`config.mk`:
```
export PLATFORM = sky130hd
export DESIGN_NAME = tlb_lookup_fifo_lru_unit
export DESIGN_NICKNAME = d
export VERILOG_FILES = /design/src/rtl/core/tlbl_pkg.sv /design/src/rtl/core/tlb_lookup_fifo_lru_unit.sv /design/src/rtl/core/tlbl_ctrl.sv /design/src/rtl/core/tlbl_dp.sv
export SDC_FILE = /design/constraint.sdc
export NUM_CORES = 2
export LEC_CHECK = 0
export ABC_CLOCK_PERIOD_IN_PS = 8700
export BUFFER_PORTS_ARGS = -buffer_cell sky130_fd_sc_hd__buf_2
export CAP_MARGIN = 20
export CORE_MARGIN = 10
export CORE_UTILIZATION = 64
export DETAILED_ROUTE_END_ITERATION = 10
export PLACE_DENSITY = 0.8
export SYNTH_ARGS = -nofsm -noshare
export SYNTH_HDL_FRONTEND = slang
export SYNTH_HIERARCHICAL = 1
export SYNTH_SLANG_ARGS = --single-unit
```
`constraint.sdc`:
```
create_clock -name clk_i -period 8.7 [get_ports clk_i]
set_clock_uncertainty 0.1 [all_clocks]
set_input_delay 1.74 -clock clk_i [delete_from_list [all_inputs] [get_ports clk_i]]
set_output_delay 1.74 -clock clk_i [all_outputs]
set_load 0.02 [all_outputs]
```
`src/rtl/core/tlbl_pkg.sv`:
```
// Shared types and constants for the TLB lookup block.
`timescale 1ns / 1ps

package tlbl_pkg;

  localparam int MaxEntries = 16;
  localparam int NumBits    = 20;
  localparam int IdxW       = (MaxEntries > 1) ? $clog2(MaxEntries) : 1;
  localparam int CntW       = $clog2(MaxEntries + 1);

  // Configuration port.
  localparam int CfgIdxW  = 2;
  localparam int CfgDataW = 5;
  localparam logic [CfgIdxW-1:0] CfgReplaceMode  = 2'd0;
  localparam logic [CfgIdxW-1:0] CfgEntriesInUse = 2'd1;

  localparam logic              ModeFifo        = 1'b0;
  localparam logic              ModeLru         = 1'b1;
  localparam logic [CfgDataW-1:0] EntriesInUseRst = 5'd16;

  typedef enum logic [1:0] {
    KIND_LOOKUP = 2'd0,
    KIND_INSERT = 2'd1,
    KIND_FLUSH  = 2'd2,
    KIND_INVAL  = 2'd3
  } kind_e;

  typedef struct packed {
    kind_e              kind;
    logic [NumBits-1:0] page;
    logic [NumBits-1:0] frame;
  } tlbl_req_t;

  typedef struct packed {
    logic               hit;
    logic [NumBits-1:0] frame_out;
    logic               evicted;
    logic [NumBits-1:0] evicted_page;
  } tlbl_rsp_t;

  // Commands from the controller to the datapath.
  typedef struct packed {
    logic load_req;
    logic do_search;
    logic do_update;
  } tlbl_cmd_t;

endpackage

```
`src/rtl/core/tlb_lookup_fifo_lru_unit.sv`:
```
// Top level of the fully associative TLB with FIFO or LRU ordering.
`timescale 1ns / 1ps
//
//  Channel  | Direction | Handshake            | Payload
//  ---------+-----------+----------------------+--------------------------------
//  in       | input     | in_valid_i/in_stall_o| in_req_i  (kind, page, frame)
//  out      | output    | out_valid_o/out_stall_i | out_rsp_o (hit, frame_out,
//           |           |                      |   evicted, evicted_page)
//  cfg      | input     | cfg_valid_i/cfg_ready_o | cfg_index_i, cfg_data_i
//
//  Each transaction runs a search step that compares all entries and picks the
//  oldest match, then an update step that shifts the age order and loads the
//  result register. The next transaction is taken in the update cycle, so a new
//  request overlaps the update of the last one; the update cycle waits while the
//  result register still holds an untaken result.
//  Reset empties the table (count only), selects FIFO and a capacity of 16.
//  A write to the configuration port completes in the cycle it is offered.

module tlb_lookup_fifo_lru_unit
  import tlbl_pkg::*;
(
  input  logic                clk_i,
  input  logic                rst_ni,
  // request channel
  input  logic                in_valid_i,
  output logic                in_stall_o,
  input  tlbl_req_t           in_req_i,
  // result channel
  output logic                out_valid_o,
  input  logic                out_stall_i,
  output tlbl_rsp_t           out_rsp_o,
  // configuration channel
  input  logic                cfg_valid_i,
  output logic                cfg_ready_o,
  input  logic [CfgIdxW-1:0]  cfg_index_i,
  input  logic [CfgDataW-1:0] cfg_data_i
);

  tlbl_cmd_t cmd;

  // Configuration registers never back-pressure.
  assign cfg_ready_o = 1'b1;

  // Sequence accept, search and update; hold the result valid until taken.
  tlbl_ctrl u_ctrl (
    .clk_i       (clk_i),
    .rst_ni      (rst_ni),
    .in_valid_i  (in_valid_i),
    .in_stall_o  (in_stall_o),
    .out_valid_o (out_valid_o),
    .out_stall_i (out_stall_i),
    .cmd_o       (cmd)
  );

  // Entries, match logic, age-order shifter and result register.
  tlbl_dp u_dp (
    .clk_i       (clk_i),
    .rst_ni      (rst_ni),
    .cmd_i       (cmd),
    .in_req_i    (in_req_i),
    .cfg_we_i    (cfg_valid_i && cfg_ready_o),
    .cfg_index_i (cfg_index_i),
    .cfg_data_i  (cfg_data_i),
    .rsp_o       (out_rsp_o)
  );

endmodule

```
`src/rtl/core/tlbl_ctrl.sv`:
```
// Sequencing state machine for the TLB lookup block.
`timescale 1ns / 1ps

module tlbl_ctrl
  import tlbl_pkg::*;
(
  input  logic      clk_i,
  input  logic      rst_ni,
  input  logic      in_valid_i,
  output logic      in_stall_o,
  output logic      out_valid_o,
  input  logic      out_stall_i,
  output tlbl_cmd_t cmd_o
);

  typedef enum logic [2:0] {
    S_IDLE   = 3'b001,
    S_SEARCH = 3'b010,
    S_UPDATE = 3'b100
  } state_e;

  state_e state_q, state_d;
  logic   out_valid_q, out_valid_d;
  logic   slot_free, update_go, accept;

  assign slot_free  = !out_valid_q || !out_stall_i;
  assign update_go  = (state_q == S_UPDATE) && slot_free;
  assign in_stall_o = !((state_q == S_IDLE) || update_go);
  assign accept     = in_valid_i && !in_stall_o;

  always_comb begin
    state_d = state_q;
    unique case (state_q)
      S_IDLE: begin
        if (accept) state_d = S_SEARCH;
      end
      S_SEARCH: begin
        state_d = S_UPDATE;
      end
      S_UPDATE: begin
        if (slot_free) state_d = accept ? S_SEARCH : S_IDLE;
      end
      default: begin
        state_d = S_IDLE;
      end
    endcase
  end

  always_comb begin
    out_valid_d = out_valid_q;
    if (update_go) begin
      out_valid_d = 1'b1;
    end else if (out_valid_q && !out_stall_i) begin
      out_valid_d = 1'b0;
    end
  end

  always_ff @(posedge clk_i or negedge rst_ni) begin
    if (!rst_ni) begin
      state_q     <= S_IDLE;
      out_valid_q <= 1'b0;
    end else begin
      state_q     <= state_d;
      out_valid_q <= out_valid_d;
    end
  end

  assign out_valid_o     = out_valid_q;
  assign cmd_o.load_req  = accept;
  assign cmd_o.do_search = (state_q == S_SEARCH);
  assign cmd_o.do_update = update_go;

  a_search_blocks_input: assert property (@(posedge clk_i) disable iff (!rst_ni)
    (state_q == S_SEARCH) |-> in_stall_o)
    else $error("input taken during search");

  a_result_from_update: assert property (@(posedge clk_i) disable iff (!rst_ni)
    $rose(out_valid_o) |-> $past(state_q == S_UPDATE))
    else $error("result raised outside update");

  a_accept_starts_search: assert property (@(posedge clk_i) disable iff (!rst_ni)
    accept |=> (state_q == S_SEARCH))
    else $error("accepted transaction not searched");

endmodule

```
`src/rtl/core/tlbl_dp.sv`:
```
// Entry storage, match logic, age-order shifter and result register.
`timescale 1ns / 1ps

module tlbl_dp
  import tlbl_pkg::*;
(
  input  logic                clk_i,
  input  logic                rst_ni,
  input  tlbl_cmd_t           cmd_i,
  input  tlbl_req_t           in_req_i,
  input  logic                cfg_we_i,
  input  logic [CfgIdxW-1:0]  cfg_index_i,
  input  logic [CfgDataW-1:0] cfg_data_i,
  output tlbl_rsp_t           rsp_o
);

  logic [NumBits-1:0] page_q  [MaxEntries];
  logic [NumBits-1:0] frame_q [MaxEntries];
  logic [NumBits-1:0] page_up [MaxEntries];
  logic [NumBits-1:0] frame_up[MaxEntries];
  logic [CntW-1:0]    count_q, count_d;
  logic               mode_q;
  logic [CfgDataW-1:0] cap_raw_q;
  logic [CntW-1:0]    cap;

  tlbl_req_t          req_q;
  tlbl_rsp_t          rsp_q, rsp_d;
  logic               found_q, found_c;
  logic [IdxW-1:0]    idx_q, idx_c;
  logic [NumBits-1:0] hit_frame_q;
  logic [MaxEntries-1:0] sel;

  logic               shift_en, wr_en;
  logic [IdxW-1:0]    shift_from, wr_pos;
  logic [NumBits-1:0] wr_page, wr_frame;
  logic [CntW-1:0]    count_m1;
  logic               full;

  // Configuration registers.
  always_ff @(posedge clk_i or negedge rst_ni) begin
    if (!rst_ni) begin
      mode_q    <= ModeFifo;
      cap_raw_q <= EntriesInUseRst;
    end else if (cfg_we_i) begin
      unique case (cfg_index_i)
        CfgReplaceMode:  mode_q    <= cfg_data_i[0];
        CfgEntriesInUse: cap_raw_q <= cfg_data_i;
        default: ;
      endcase
    end
  end

  // Clamp capacity to 1..MaxEntries.
  always_comb begin
    if (cap_raw_q == '0) begin
      cap = CntW'(1);
    end else if (int'(cap_raw_q) > MaxEntries) begin
      cap = CntW'(MaxEntries);
    end else begin
      cap = CntW'(cap_raw_q);
    end
  end

  always_ff @(posedge clk_i) begin
    if (cmd_i.load_req) req_q <= in_req_i;
  end

  // Match vector: page for lookups, frame for invalidates.
  always_comb begin
    for (int i = 0; i < MaxEntries; i++) begin
      if (req_q.kind == KIND_INVAL) begin
        sel[i] = (CntW'(i) < count_q) && (frame_q[i] == req_q.frame);
      end else begin
        sel[i] = (CntW'(i) < count_q) && (page_q[i] == req_q.page);
      end
    end
  end

  // Oldest match wins.
  always_comb begin
    found_c = 1'b0;
    idx_c   = '0;
    for (int i = MaxEntries - 1; i >= 0; i--) begin
      if (sel[i]) begin
        found_c = 1'b1;
        idx_c   = IdxW'(i);
      end
    end
  end

  always_ff @(posedge clk_i) begin
    if (cmd_i.do_search) begin
      found_q     <= found_c;
      idx_q       <= idx_c;
      hit_frame_q <= frame_q[idx_c];
    end
  end

  assign count_m1 = count_q - CntW'(1);
  assign full     = (count_q >= cap) && (count_q != '0);

  // Decide the order update and the result.
  always_comb begin
    shift_en   = 1'b0;
    shift_from = '0;
    wr_en      = 1'b0;
    wr_pos     = count_m1[IdxW-1:0];
    wr_page    = req_q.page;
    wr_frame   = req_q.frame;
    count_d    = count_q;
    rsp_d      = '0;
    case (req_q.kind)
      KIND_LOOKUP: begin
        rsp_d.hit = found_q;
        if (found_q) begin
          rsp_d.frame_out = hit_frame_q;
          if (mode_q == ModeLru) begin
            // Move the hit entry to the youngest slot.
            shift_en   = 1'b1;
            shift_from = idx_q;
            wr_en      = 1'b1;
            wr_frame   = hit_frame_q;
          end
        end
      end
      KIND_INSERT: begin
        if (full) begin
          rsp_d.evicted      = 1'b1;
          rsp_d.evicted_page = page_q[0];
          shift_en           = 1'b1;
          wr_en              = 1'b1;
        end else if (count_q < CntW'(MaxEntries)) begin
          wr_en   = 1'b1;
          wr_pos  = count_q[IdxW-1:0];
          count_d = count_q + CntW'(1);
        end
      end
      KIND_FLUSH: begin
        count_d = '0;
      end
      default: begin
        if (found_q) begin
          shift_en   = 1'b1;
          shift_from = idx_q;
          count_d    = count_m1;
        end
      end
    endcase
  end

  // Younger neighbor of each slot; the last slot has none.
  for (genvar k = 0; k < MaxEntries; k++) begin : g_up
    if (k < MaxEntries - 1) begin : g_mid
      assign page_up[k]  = page_q[k+1];
      assign frame_up[k] = frame_q[k+1];
    end else begin : g_top
      assign page_up[k]  = page_q[k];
      assign frame_up[k] = frame_q[k];
    end
  end

  always_ff @(posedge clk_i) begin
    if (cmd_i.do_update) begin
      for (int k = 0; k < MaxEntries; k++) begin
        if (wr_en && (wr_pos == IdxW'(k))) begin
          page_q[k]  <= wr_page;
          frame_q[k] <= wr_frame;
        end else if (shift_en && (IdxW'(k) >= shift_from) &&
                     (CntW'(k + 1) < count_q)) begin
          page_q[k]  <= page_up[k];
          frame_q[k] <= frame_up[k];
        end
      end
      rsp_q <= rsp_d;
    end
  end

  always_ff @(posedge clk_i or negedge rst_ni) begin
    if (!rst_ni) begin
      count_q <= '0;
    end else if (cmd_i.do_update) begin
      count_q <= count_d;
    end
  end

  assign rsp_o = rsp_q;

  a_count_bound: assert property (@(posedge clk_i) disable iff (!rst_ni)
    count_q <= CntW'(MaxEntries))
    else $error("entry count above table size");

  a_flush_empties: assert property (@(posedge clk_i) disable iff (!rst_ni)
    (cmd_i.do_update && (req_q.kind == KIND_FLUSH)) |=> (count_q == '0))
    else $error("flush left entries");

endmodule

```
==> metrics.csv <==
stage,metric,value,unit
yosys,synth_top_cell_area_share,50.2,%
yosys,synth.avg_cell_area,12.7,um^2
timing,hold_viol,0,
die,die-area,0.0810,mm^2
yosys,synth_xor_area_share,12.5,%
power,comb_power_share,25.9,%
drt,drc,0,
yosys,yosys.area_share.simple,9.42,%
placed_design,gp_congestion,1.10,
global_route,grt_max_degree,57,
timing,max_freq,153,MHz
drt,wl_per_cell,36.7,um
drt,via_per_inst,7.38,
finish,filler_cell_count,4612,
finish,fin_util,70.8,%
power,peakVddDrop,0.285,mV
clock_network,cts_hold_buffers,0,
yosys,synthCells,3543,
worst_setup_path,path_max_fanout,24,
timing,finalWorstSetupSlack,2.17,ns
global_route,track_usage,40.0,%
global_route,grt_pass1_wl,237,mm
min_path,hp-class,reg -> reg,
drt,firstDrtPassIters,8,
worst_setup_path,critPathLaunchType,flop,
yosys,ys_warn_count,6,
clock_network,root_buffer,clkbuf_16,
timing,period_share,75.0,%
yosys,yosysSeqAreaShare,51.0,%
yosys,synth_edf_count,749,
power,power_density,224,mW/mm^2
finish,multiInputGateArea,0.0208,mm^2
yosys,synth_compound_area_share,4.79,%
yosys,ys_types,93,
worst_setup_path,critPathRequiredTime,8.90,ns
status,status,completed,
flow_run,cap_viol_max_count,0,
finish,syn_to_final_growth,9.05,%
placed_design,dp_slack,2.40,ns
timing,drv_slew,0,
yosys,synth-seq-cells,764,
timing,setup_tns,0,ns
power,p_int,7.37,mW
die,rows,96,
power,p_leak,16.9,nW
yosys,yosys.area_share.adder,0.357,%
clock_network,cts_buffer_depth,3,
yosys,syn_nets,3609,
yosys,yosys-top-cells-count,"edfxtp_1 (749), mux2_2 (645), xor2_1 (364)",
drt,final_antenna_net_count,0,
die,start_util,64.9,%
yosys,synth_ff_type,edfxtp_1,
yosys,synth_top_family_by_area,multiplexers,
timing,rsz0062_at_grt,no,
drt,drt_iter0_drc,5025,
yosys,syn-cell-area,0.0448,mm^2
timing,slew-limit-headroom,8.86,%
clock_network,clock-sinks,764,
die,core_area,0.0691,mm^2
clock_network,cts_made_buffers,84,
yosys,synth_area_leader_cell,edfxtp_1,
worst_setup_path,r2r_slack,2.17,ns
timing,setup_viol,0,
global_route,antenna_found_initial,4,
clock_network,cts_tree,done,
worst_setup_path,worstSetupEndpointType,flop,
die,fp.dieW,285,um
finish,regArea,0.0229,mm^2
yosys,ys_top_cells_by_area,"edfxtp_1 (50%), mux2_2 (16%), xor2_1 (7.1%)",
die,die_height,285,um
yosys,synth_mux_area_share,18.5,%
clock_network,htreeDepth,3,
power,p_sw_share,32.7,%
timing,whs,0.418,ns
placed_design,io_buffers,97,
timing,worstMarginPinSlew,1.36,ns
clock_network,clock_latency,0.66,ns
finish,final_nets,3619,
global_route,grt-ovfl-total,0,
clock_network,clk_pin_slew,0.06,ns
power,p_seq_share,41.6,%
power,switching_power,3.58,mW
global_route,first_global_vias,32600,
clock_network,postCtsResizedCells,0,
power,p_clk_share,32.5,%
timing,fin_crit,6.53,ns
placed_design,hpwl,118,mm
drt,drt_wl_total,167,mm
drt,vias,33600,
worst_setup_path,path_class,reg -> reg,
worst_setup_path,arrival,6.73,ns
die,io_pins,99,
yosys,async_reset_ff_share,1.96,%
yosys,yosysMostFrequentCell,edfxtp_1,
clock_network,post_cts_buffers,0,
finish,drive_gt1_share,28.5,%
critical path, stage by stage, from the launching register on:
cell and delay, ns:
dfrtp_1 0.92, inv_1 0.30, ha_1 0.37, nand2b_1 0.15
a21o_1 0.18, a21o_1 0.17, a21o_1 0.17, a21oi_1 0.15
a21oi_1 0.06, buf_4 0.25, nor2_1 0.61, nor2b_1 0.15
o22ai_1 0.83, nand2_1 0.49, o21ai_4 0.75, buf_4 0.50
final timing paths:
check,endpoint,from,depth (start not counted)
min in group asynchronous,u_dp/cap_raw_q[3],rst_ni,1
hold / removal,u_dp/cap_raw_q[0],u_dp/cap_raw_q[0],1
setup reg to reg,u_dp/frame_q[4][8],u_dp/count_q[0],15
setup / recovery,u_dp/frame_q[4][8],u_dp/count_q[0],15
max in group asynchronous,u_ctrl/state_q[0],rst_ni,1
hold reg to reg,u_dp/cap_raw_q[0],u_dp/cap_raw_q[0],1
registers in the layout, summed over array words and instances, names as in the netlist:
register / cells
u_dp/req_q: 22
u_dp/hit_frame_q: 20
u_dp/wr_page: 20
u_dp/mode_q: 1
u_dp/rsp_o: 42
u_dp/page_q: 320
u_dp/frame_q: 320
u_dp/count_q: 5
u_dp/found_q: 1
u_ctrl/state_q: 3
u_dp/cap_raw_q: 5
u_ctrl/out_valid_o: 1
u_dp/idx_q: 4
metrics by stage:
step	instance area (um^2)	power [mW]	cells
5_1_grt	48900	11.2	4549
3_5_place_dp	46200	7.31	4397
6_report	48900	11.0	4551
2_1_floorplan	44800	6.39	3543
4_1_cts	48900	10.8	4547
3_3_place_gp	46200	7.23	4396
power groups by stage:
| stage | sequential, mW | clock [mW] | combinational [mW] |
|---|---|---|---|
| after floorplan | 4.46 | 0 | 1.93 |
| after global placement | 4.61 | 0 | 2.62 |
| after detailed placement | 4.62 | 0 | 2.69 |
| after CTS | 4.54 | 3.57 | 2.72 |
| after global routing | 4.56 | 3.71 | 2.94 |
| final | 4.56 | 3.56 | 2.84 |
cell usage in the layout (no fill, tap or decap), drive strengths merged, types with 7 or more instances in the layout:
master	instances
dfrtp	13
nand4	111
nand2	171
clkinv	33
ha	12
o22ai	58
nor4b	7
nor3b	9
nor2	78
a31oi	9
or2	8
nand3	52
o211ai	10
and3	54
a21oi	39
bufinv	7
nor4	152
inv	17
a211oi	20
clkbuf	104
xnor2	275
o21ai	48
mux2	647
or3	17
a21o	14
xor2	364
o31ai	7
nor3	57
o22a	9
o21a	12
buf	206
or4	14
nor2b	15
edfxtp	749
mux2i	101
a211o	10
cells by family (layout without fill, tap and decap cells):
group	count (synthesis)	count (layout)
flops	764	764
compound gates	304	304
buf+inv	299	373
fa+ha+maj	13	13
simple gates	775	775
other cells	1	4
mux	748	748
xor+xnor	639	639
final cells by class:
type | instances | share of cell area (%)
sequential | 764 | 46.8
multi-input combinational | 2480 | 42.5
clock buffer | 104 | 4.50
timing repair buffer | 206 | 2.68
tap | 931 | 2.38
clock inverter | 46 | 1.01
inverter | 17 | 0.130
antenna | 3 | 0.0154
routing by layer:
layer	wire, um	GRT usage [%]	vias to the layer above
met2	73500	60.9	2799
met5	15	0.0609	-
met1	59600	50.5	16700
met4	14800	28.3	2
li1	-	-	13400
met3	19100	8.28	721
Note: power is estimated with default switching activity, not from simulation.
